<file path="config.mk">
export PLATFORM = sky130hd
export DESIGN_NAME = zero_run_decompressor_core
export DESIGN_NICKNAME = d
export VERILOG_FILES = /design/src/zrd_pkg.sv /design/src/zrd_cfg_regs.sv /design/src/zrd_decode.sv /design/src/zrd_out_queue.sv /design/src/zero_run_decompressor_core.sv
export SDC_FILE = /design/constraint.sdc
export NUM_CORES = 1
export LEC_CHECK = 0
export BUFFER_PORTS_ARGS = -buffer_cell sky130_fd_sc_hd__buf_2
export CORE_ASPECT_RATIO = 1.2
export CORE_MARGIN = 5
export CORE_UTILIZATION = 50
export DETAILED_ROUTE_END_ITERATION = 10
export PLACE_DENSITY = 0.69
export SYNTH_ARGS = -nofsm -noshare
export SYNTH_HDL_FRONTEND = slang
export SYNTH_SLANG_ARGS = --single-unit
export TNS_END_PERCENT = 1
</file>
<file path="constraint.sdc">
create_clock -name clk_i -period 11.25 [get_ports clk_i]
set_clock_uncertainty 0.1 [all_clocks]
set_input_delay 2.25 -clock clk_i [delete_from_list [all_inputs] [get_ports clk_i]]
set_output_delay 2.25 -clock clk_i [all_outputs]
set_load 0.05 [all_outputs]
</file>
<file path="src/zrd_pkg.sv">
// Package for the zero-run decompressor: phase codes, command constants
// and the result item type shared by the decoder, the queue and the top level.
// No dependencies.
package zrd_pkg;

  typedef enum logic [1:0] {
    PH_COMMAND = 2'd0,
    PH_LITERAL = 2'd1,
    PH_LENGTH  = 2'd2
  } phase_e;

  localparam logic [7:0]  LongRunCmd   = 8'hFF;
  localparam logic [7:0]  ZeroRunBias  = 8'd127;
  localparam logic [31:0] CapacityInit = 32'hFFFF_FFFF;
  localparam logic [1:0]  LastLenByte  = 2'd3;

  typedef struct packed {
    logic        run_present;
    logic [7:0]  run_byte;
    logic [31:0] run_count;
    logic        stream_done;
    logic        decode_error;
    logic [31:0] total_bytes;
  } result_t;

endpackage

</file>
<file path="src/zrd_cfg_regs.sv">
// Configuration register file of the zero-run decompressor: APB-style port
// holding the output capacity register. Depends on zrd_pkg.
module zrd_cfg_regs (
  input  logic        clk_i,
  input  logic        rst_ni,
  input  logic        psel,
  input  logic        penable,
  input  logic        pwrite,
  input  logic [2:0]  paddr,
  input  logic [31:0] pwdata,
  output logic [31:0] prdata,
  output logic        pready,
  output logic [31:0] capacity_o
);
  import zrd_pkg::*;

  logic [31:0] capacity_q;
  logic        cap_sel;

  assign cap_sel = (paddr[2] == 1'b0);
  assign pready  = 1'b1;

  always_ff @(posedge clk_i or negedge rst_ni) begin
    if (!rst_ni) begin
      capacity_q <= CapacityInit;
    end else if (psel && penable && pwrite && cap_sel) begin
      capacity_q <= pwdata;
    end
  end

  assign prdata     = cap_sel ? capacity_q : 32'd0;
  assign capacity_o = capacity_q;

endmodule

</file>
<file path="src/zrd_decode.sv">
// Decode stage of the zero-run decompressor: stream state registers and the
// single-pass logic that turns one code byte into at most one result item.
// Depends on zrd_pkg.
module zrd_decode (
  input  logic           clk_i,
  input  logic           rst_ni,
  input  logic           accept_i,
  input  logic [7:0]     code_byte_i,
  input  logic           end_of_stream_i,
  input  logic [31:0]    capacity_i,
  output logic           emit_o,
  output zrd_pkg::result_t result_o
);
  import zrd_pkg::*;

  phase_e      phase_q, phase_d;
  logic [7:0]  lit_left_q, lit_left_d;
  logic [1:0]  len_seen_q, len_seen_d;
  logic [31:0] gather_q, gather_d;
  logic [31:0] produced_q, produced_d;
  logic        err_q, err_d;

  logic [31:0] gather_full;
  logic [31:0] run_len;
  logic [32:0] sum;
  logic        over;
  logic        run;
  logic [7:0]  rbyte;
  logic [31:0] rcount;
  logic        bad;

  always_comb begin
    unique case (len_seen_q)
      2'd0:    gather_full = gather_q | {24'd0, code_byte_i};
      2'd1:    gather_full = gather_q | {16'd0, code_byte_i, 8'd0};
      2'd2:    gather_full = gather_q | {8'd0, code_byte_i, 16'd0};
      default: gather_full = gather_q | {code_byte_i, 24'd0};
    endcase
  end

  always_comb begin
    unique case (phase_q)
      PH_LITERAL: run_len = 32'd1;
      PH_LENGTH:  run_len = gather_full;
      default: begin
        if (!code_byte_i[7]) begin
          run_len = {24'd0, code_byte_i} + 32'd1;
        end else begin
          run_len = {24'd0, code_byte_i - ZeroRunBias};
        end
      end
    endcase
  end

  assign sum  = {1'b0, produced_q} + {1'b0, run_len};
  assign over = sum > {1'b0, capacity_i};

  always_comb begin
    phase_d    = phase_q;
    lit_left_d = lit_left_q;
    len_seen_d = len_seen_q;
    gather_d   = gather_q;
    produced_d = produced_q;
    err_d      = err_q;
    run        = 1'b0;
    rbyte      = 8'd0;
    rcount     = 32'd0;
    bad        = 1'b0;

    if (!err_q) begin
      unique case (phase_q)
        PH_LITERAL: begin
          run        = 1'b1;
          rbyte      = code_byte_i;
          rcount     = 32'd1;
          produced_d = sum[31:0];
          lit_left_d = lit_left_q - 8'd1;
          if (lit_left_d == 8'd0) begin
            phase_d = PH_COMMAND;
          end
        end
        PH_LENGTH: begin
          if (len_seen_q == LastLenByte) begin
            phase_d    = PH_COMMAND;
            len_seen_d = 2'd0;
            gather_d   = 32'd0;
            if (over) begin
              err_d = 1'b1;
            end else if (gather_full != 32'd0) begin
              run        = 1'b1;
              rcount     = gather_full;
              produced_d = sum[31:0];
            end
          end else begin
            len_seen_d = len_seen_q + 2'd1;
            gather_d   = gather_full;
          end
        end
        default: begin
          if (produced_q < capacity_i) begin
            if (!code_byte_i[7]) begin
              if (over) begin
                err_d = 1'b1;
              end else begin
                lit_left_d = run_len[7:0];
                phase_d    = PH_LITERAL;
              end
            end else if (code_byte_i != LongRunCmd) begin
              if (over) begin
                err_d = 1'b1;
              end else begin
                run        = 1'b1;
                rcount     = run_len;
                produced_d = sum[31:0];
              end
            end else begin
              phase_d    = PH_LENGTH;
              len_seen_d = 2'd0;
              gather_d   = 32'd0;
            end
          end
        end
      endcase
    end

    bad = err_d || (phase_d != PH_COMMAND);

    result_o.run_present  = run;
    result_o.run_byte     = rbyte;
    result_o.run_count    = rcount;
    result_o.stream_done  = end_of_stream_i;
    result_o.decode_error = end_of_stream_i && bad;
    result_o.total_bytes  = (end_of_stream_i && !bad) ? produced_d : 32'd0;
    emit_o                = run || end_of_stream_i;

    if (end_of_stream_i) begin
      phase_d    = PH_COMMAND;
      lit_left_d = 8'd0;
      len_seen_d = 2'd0;
      gather_d   = 32'd0;
      produced_d = 32'd0;
      err_d      = 1'b0;
    end
  end

  always_ff @(posedge clk_i or negedge rst_ni) begin
    if (!rst_ni) begin
      phase_q    <= PH_COMMAND;
      lit_left_q <= 8'd0;
      len_seen_q <= 2'd0;
      gather_q   <= 32'd0;
      produced_q <= 32'd0;
      err_q      <= 1'b0;
    end else if (accept_i) begin
      phase_q    <= phase_d;
      lit_left_q <= lit_left_d;
      len_seen_q <= len_seen_d;
      gather_q   <= gather_d;
      produced_q <= produced_d;
      err_q      <= err_d;
    end
  end

endmodule

</file>
<file path="src/zrd_out_queue.sv">
// Two-entry result queue of the zero-run decompressor: registers result items
// and absorbs receiver stalls so the input side keeps flowing. Depends on zrd_pkg.
module zrd_out_queue (
  input  logic           clk_i,
  input  logic           rst_ni,
  input  logic           push_i,
  input  zrd_pkg::result_t push_data_i,
  output logic           full_o,
  output logic           valid_o,
  input  logic           stall_i,
  output zrd_pkg::result_t data_o
);
  import zrd_pkg::*;

  result_t    mem_q [2];
  logic       wr_ptr_q, rd_ptr_q;
  logic [1:0] count_q;
  logic       pop;

  assign valid_o = (count_q != 2'd0);
  assign full_o  = (count_q == 2'd2);
  assign pop     = valid_o && !stall_i;
  assign data_o  = mem_q[rd_ptr_q];

  always_ff @(posedge clk_i) begin
    if (push_i) begin
      mem_q[wr_ptr_q] <= push_data_i;
    end
  end

  always_ff @(posedge clk_i or negedge rst_ni) begin
    if (!rst_ni) begin
      wr_ptr_q <= 1'b0;
      rd_ptr_q <= 1'b0;
      count_q  <= 2'd0;
    end else begin
      if (push_i) begin
        wr_ptr_q <= ~wr_ptr_q;
      end
      if (pop) begin
        rd_ptr_q <= ~rd_ptr_q;
      end
      unique case ({push_i, pop})
        2'b10:   count_q <= count_q + 2'd1;
        2'b01:   count_q <= count_q - 2'd1;
        default: count_q <= count_q;
      endcase
    end
  end

endmodule

</file>
<file path="src/zero_run_decompressor_core.sv">
// Top level of the zero-run decompressor: configuration port, decode stage
// and result queue. Depends on zrd_pkg, zrd_cfg_regs, zrd_decode, zrd_out_queue.
//
// Usage:
//   Input channel (in_valid_i / in_stall_o) takes one compressed byte per item
//   with end_of_stream_i marking the last byte. Output channel
//   (out_valid_o / out_stall_i) gives run descriptors and, on the last byte,
//   a done item with decode_error and total_bytes. A byte that yields no run
//   and is not last gives no output item.
//   Each result item is registered in the result queue when its byte is accepted.
//   Throughput: one byte per cycle while in_stall_o is low; decode is one add
//   and compare against the capacity register between the stream state and
//   the result queue. The two-entry result queue raises in_stall_o only when
//   both entries hold items the receiver has not yet taken.
//   Reset clears the stream state and the queue and sets the capacity to
//   all ones. After a done item the stream state returns to its reset value.
//   Write the capacity over the APB-style port at byte address 0 while idle.
module zero_run_decompressor_core (
  input  logic        clk_i,
  input  logic        rst_ni,
  input  logic        psel,
  input  logic        penable,
  input  logic        pwrite,
  input  logic [2:0]  paddr,
  input  logic [31:0] pwdata,
  output logic [31:0] prdata,
  output logic        pready,
  input  logic        in_valid_i,
  output logic        in_stall_o,
  input  logic [7:0]  code_byte_i,
  input  logic        end_of_stream_i,
  output logic        out_valid_o,
  input  logic        out_stall_i,
  output logic        run_present_o,
  output logic [7:0]  run_byte_o,
  output logic [31:0] run_count_o,
  output logic        stream_done_o,
  output logic        decode_error_o,
  output logic [31:0] total_bytes_o
);
  import zrd_pkg::*;

  logic [31:0] capacity;
  logic        accept;
  logic        emit;
  logic        full;
  result_t     dec_result;
  result_t     out_result;

  assign in_stall_o = full;
  assign accept     = in_valid_i && !full;

  zrd_cfg_regs u_cfg (
    .clk_i      (clk_i),
    .rst_ni     (rst_ni),
    .psel       (psel),
    .penable    (penable),
    .pwrite     (pwrite),
    .paddr      (paddr),
    .pwdata     (pwdata),
    .prdata     (prdata),
    .pready     (pready),
    .capacity_o (capacity)
  );

  zrd_decode u_decode (
    .clk_i           (clk_i),
    .rst_ni          (rst_ni),
    .accept_i        (accept),
    .code_byte_i     (code_byte_i),
    .end_of_stream_i (end_of_stream_i),
    .capacity_i      (capacity),
    .emit_o          (emit),
    .result_o        (dec_result)
  );

  zrd_out_queue u_queue (
    .clk_i       (clk_i),
    .rst_ni      (rst_ni),
    .push_i      (accept && emit),
    .push_data_i (dec_result),
    .full_o      (full),
    .valid_o     (out_valid_o),
    .stall_i     (out_stall_i),
    .data_o      (out_result)
  );

  assign run_present_o  = out_result.run_present;
  assign run_byte_o     = out_result.run_byte;
  assign run_count_o    = out_result.run_count;
  assign stream_done_o  = out_result.stream_done;
  assign decode_error_o = out_result.decode_error;
  assign total_bytes_o  = out_result.total_bytes;

endmodule

</file>
== After elaboration in Yosys (flattened, before gate mapping) ==
Memory sizes are Yosys's and may differ from the RTL's.
Cells that the tools add are included.
Word-level totals
  register bits after elaboration: 113
  bits in latches: 0
  RAM bits: 150
  bits in read-only memories: 0
  bits of input ports: 51
  output and inout bits: 110
  logic and storage cells: 141
  memories: 1
Cells by class
  add/subtract/negate cells: 7
  multiply operators: 0
  divide/modulo/power cells: 0
  order comparisons: 2
  eq/ne operators: 15
  shift-type cells: 0
  muxes and demuxes: 75
  bitwise operators: 7
  reductions and logical operators: 24
Memory list
  u_queue.mem_q: depth 2, width 75, rd ports 1, clocked after Yosys merged registers in 0, wr ports 1, RTL line zrd_out_queue.sv:15  | result_t mem_q [2];
Operators with widths (number)
  32-bit two-way mux: 26
  32-bit case mux with 2 select lines: 4
  32-bit case mux with 3 select lines: 1
  8-bit two-way mux: 7
  32-bit by 32-bit adder with 33-bit output: 1
  33-bit by 32-bit > comparator with 1-bit output: 1
  32-bit less-than comparator: 1
  32-bit by 16-bit OR with 32-bit output: 1
  32-bit by 24-bit OR with 32-bit output: 1
  32-bit OR: 1
  32-bit by 8-bit OR with 32-bit output: 1
  32-bit nonzero test: 1
  2-bit two-way mux: 14
  1-bit two-way mux: 17
  8-bit case mux with 2 select lines: 1
  2-bit case mux with 2 select lines: 3
  6-bit AND reduction: 2
  2-bit equality test (second input constant): 5
  8-bit by 1-bit adder with 9-bit output (second input constant): 1
  3-bit nonzero test: 3
  1-bit logical AND: 8
  8-bit zero test: 1
  8-bit inequality test (second input constant): 1
  8-bit by 1-bit subtractor with 8-bit output (second input constant): 1
  13 further kinds: 27

== Longest topological paths before layout ==
  depth after elaboration: 15
  gate-level depth with buffers: 33

== Cells and area by module ==
Synthesis repeated with hierarchy kept, for this count alone.
Second synthesis, totals
  cells, all modules: 1595
  area, all modules: 16678.5 µm²
Modules (own cells, without submodules)
  zrd_decode: times used 1, cells each 1238, area an instance 9302.7 µm², seq. area each 1926.8 µm²
  zrd_out_queue: times used 1, cells each 250, area an instance 5766.8 µm², seq. area each 4604.4 µm²
  zrd_cfg_regs: times used 1, cells each 105, area an instance 1594.0 µm², seq. area each 840.8 µm²
  zero_run_decompressor_core: times used 1, cells each 2, area an instance 15.0 µm², seq. area each 0.0 µm²

== Least setup slack after synthesis ==
Ideal clock, no wire load.
  kind: input-to-reg
  start: input code_byte_i[2]
  end: memory u_queue.mem_q[0][0] (netlist bit) (enable)
  setup time: 509 ps
  arrival time: 10911 ps
  slack: -270 ps
  stages on the path: 25
  buffers on the path: 1
  cells stage by stage: clkbuf_1 -> and3_1 -> and3_1 -> o21ai_0 -> a221o_1 -> ha_1 -> and2_1 -> o21a_1 -> and3b_1 -> o21ai_0 -> a2111oi_1 -> o21ba_2 -> mux2i_1 -> or2_2 -> ha_1 -> nand4_1 -> or4_1 -> nor2_1 -> a41oi_1 -> o31a_1 -> nor3_2 -> a21oi_2 -> nor3_1 -> o21ai_1 -> nor2_1
RTL lines
  start: declaration: RTL line zero_run_decompressor_core.sv:30  | input logic [7:0] code_byte_i,
  end: declaration: RTL line zrd_out_queue.sv:15

==> impl_metrics.env <==
export IMPL_synth_most_common_cell="nor2_1"
export IMPL_rsz0062_at_grt="false"
export IMPL_drcViolationCount=0
export IMPL_die_width_um=176
export IMPL_worstSkewPairLatency_ns=0.58
export IMPL_ys_ff_latch=263
export IMPL_core_area_um2=33000
export IMPL_drt_first_iter_violations=1418
export IMPL_max_clock_freq_mhz=99.4
export IMPL_ys_seq_area_share_pct=44.4
export IMPL_hold_class="flop to flop"
export IMPL_clock_path_buffers=3
export IMPL_status="complete, no violations"
export IMPL_synth_edf_count=150
export IMPL_hold_viol=0
export IMPL_critPathLaunchType="input pin"
export IMPL_drtAntennaViolNets=0
export IMPL_post_cts_setup_buffer_count=0
export IMPL_cts_resized_gates=0
export IMPL_start_util_pct=50.3
export IMPL_min_period_over_period_pct=89.5
export IMPL_fp_dieArea_um2=36900
export IMPL_synthCells=1670
export IMPL_routed_via_count=14110
export IMPL_synth_largest_area_cell="edfxtp_1"
export IMPL_cts_hold_buf=0
export IMPL_port_buffers=157
export IMPL_grt_pass1_wl_um=79100
export IMPL_cts_root_buf="clkbuf_16"
export IMPL_cp_max_fo=13
export IMPL_placed_cell_area_um2=18000
export IMPL_first_pass_iters=6
export IMPL_stdcell_area_um2=18900
export IMPL_cts_tree="done"
export IMPL_worst_endpoint_arrival_ns=10.41
export IMPL_setup_tns_final_ns=0
export IMPL_numCtsBuffers=28
export IMPL_synth_top_cells_by_area="edfxtp_1, dfrtp_1, ha_1"
export IMPL_drt_total_wl_um=51000
export IMPL_ys_flop_type="edfxtp_1"
export IMPL_synth_cell_type_count=95
export IMPL_p_int_mw=2.66
export IMPL_seqPwrFrac_pct=30.5
export IMPL_syn_area_per_cell_um2=9.94
export IMPL_setup_viol=0
export IMPL_place_congestion=1.01
export IMPL_switching_share_pct=46.2
export IMPL_num_fill_cells=2839
export IMPL_powerDensity_nw_per_um2=261
export IMPL_relSlewSlack_pct=29.9
export IMPL_area_growth_pct=14.1
export IMPL_pwr_share_comb_pct=50.1
export IMPL_grt_pass1_vias=14022
export IMPL_grt_start_max_net_pins=68
export IMPL_drv_cap=0
export IMPL_dp_hpwl_um=37600
export IMPL_p_leak_nw=7.91
export IMPL_synth_warnings=0
export IMPL_worst_slew_pin_slew_ns=1.05
export IMPL_die_y_um=210
export IMPL_post_route_util_pct=57.4
export IMPL_crit_required_ns=11.59
export IMPL_drive_gt1_share_pct=23.6
export IMPL_pin_count=161
export IMPL_syn_nets=1828
export IMPL_row_count=73
export IMPL_routedWlPerCell_um=22.3
export IMPL_yosys_top_cells_count="nor2_1, edfxtp_1, nand2_1, a21oi_1, mux2_2"
export IMPL_n_antenna_cell=0
export IMPL_synth_top_area_share_pct=27.1
export IMPL_power_switching_mw=2.29
export IMPL_htreeDepth=1
export IMPL_slew_viol_final=0
export IMPL_clock_power_share_pct=19.4
export IMPL_avgViaCountPerCell=6.17
export IMPL_finalNetCount=1974
export IMPL_ys_async_sr_fraction_pct=43.0
export IMPL_grtUsageTotal_pct=27.0
export IMPL_cts_sinks=263
export IMPL_syn_area_um2=16600
export IMPL_end_kind="flop"
export IMPL_peakVddDrop_mv=0.156
export IMPL_grt_overflow=0
export IMPL_cts_clk_slew_worst_paths_ns=0.06
export IMPL_fin_crit_ns=10.06
export IMPL_antenna_found_initial=0
export IMPL_critPathKind="input pin to flop"
metrics by stage:
step	setup WS, ns	instances	power (mW)	hold slack (ns)
2_1_floorplan	-0.270	1670	3.25	0.356
3_3_place_gp	0.796	2236	3.91	0.373
3_5_place_dp	0.736	2236	3.97	0.383
4_1_cts	1.31	2288	4.94	0.397
5_1_grt	0.597	2288	5.20	0.410
6_report	1.19	2288	4.94	0.387
worst max-delay path, cell delays in order:
cell and delay (ns):
buf_2 0.27, nand3_1 0.15, o21ai_0 0.18, nand2_1 0.07, a221oi_1 0.69, inv_1 0.24, ha_1 0.39, and2_1 0.15
o21a_1 0.17, and3b_1 0.30, o21ai_0 0.11, buf_4 0.20, a2111oi_1 0.56, o21ba_2 0.29, mux2i_1 0.13, or2_2 0.36
ha_1 0.30, nand4_1 0.15, or4_1 0.58, nor2_1 0.25, o41a_1 0.26, o31a_1 0.30, nor3_2 0.17, nand3_1 0.19
a21boi_2 0.66, o311ai_0 0.37, a211oi_1 0.47, buf_4 0.19
registers in the layout (all words and copies together), names as in the netlist:
signal / count
u_cfg.capacity_o: 32
u_decode.err_q: 1
u_decode.gather_q: 32
u_decode.len_seen_q: 2
u_decode.lit_left_q: 8
u_decode.phase_q: 2
u_decode.produced_q: 32
u_queue.count_q: 2
u_queue.mem_q: 150
u_queue.rd_ptr_q: 1
u_queue.wr_ptr_q: 1
cells by family (layout without fill, tap and decap cells):
family | count (synthesis) | after routing | share of synthesized area [%]
and+or+nand+nor | 548 | 548 | 15.7
AOI/OAI and AO/OA | 443 | 443 | 18.0
DFF | 263 | 263 | 44.4
buffers and inverters | 155 | 323 | 3.84
muxes | 121 | 121 | 8.20
adders and majority gates | 107 | 107 | 8.11
xor gates and xnor gates | 32 | 32 | 1.69
other | 1 | 1 | 0.0226
metal layers:
metal	vias to the layer above	global-route usage, %	share of wire, %
li1	6497	-	-
met1	6793	35.6	41
met2	674	44.3	47
met3	146	3.96	7.7
met4	0	11.9	4.9
met5	-	0	0
final timing paths:
path | slack, ns | from | endpoint | depth (start not counted)
worst max-delay path | 1.19 | code_byte_i[2] | u_queue.mem_q[0][9] | 28
worst min-delay path | 0.39 | u_queue.count_q[1] | u_queue.count_q[1] | 1
worst max register to register | 1.21 | u_decode.len_seen_q[0] | u_queue.mem_q[0][9] | 30
worst min register to register | 0.39 | u_queue.count_q[1] | u_queue.count_q[1] | 1
max in group asynchronous | 8.00 | rst_ni | u_queue.rd_ptr_q | 2
min in group asynchronous | 1.61 | rst_ni | u_decode.produced_q[18] | 1
layout by cell type, fill, tap and decap left out, types with 17 or more instances in the layout:
cell	n
nor2_1	203
buf_2	156
edfxtp_1	150
nand2_1	126
a21oi_1	119
mux2_2	110
ha_1	106
o21ai_0	81
dfrtp_1	80
inv_1	64
buf_4	48
nor3_1	36
nand3_1	33
dfstp_2	32
nor2b_1	28
clkbuf_16	28
a211oi_1	23
a21o_1	23
o31ai_1	21
and3_1	20
o21a_1	18
nand4_1	17
xnor2_1	17
layout make-up:
cell class | count | area (um^2) | share of cell area, %
tap | 450 | 563 | 2.97
timing repair buffer | 207 | 1200 | 6.34
inverter | 64 | 240 | 1.27
clock inverter | 19 | 209 | 1.10
clock buffer | 33 | 749 | 3.96
multi-input combinational | 1252 | 8600 | 45.4
sequential | 263 | 7370 | 38.9
power by group through the flow:
stage / clock network (mW) / registers (mW) / logic (mW)
2_1_floorplan: 0 / 1.43 / 1.82
3_3_place_gp: 0 / 1.51 / 2.41
3_5_place_dp: 0 / 1.52 / 2.46
4_1_cts: 0.973 / 1.50 / 2.47
5_1_grt: 1.01 / 1.52 / 2.66
6_report: 0.958 / 1.51 / 2.48
(Power assumes the default switching activity.)
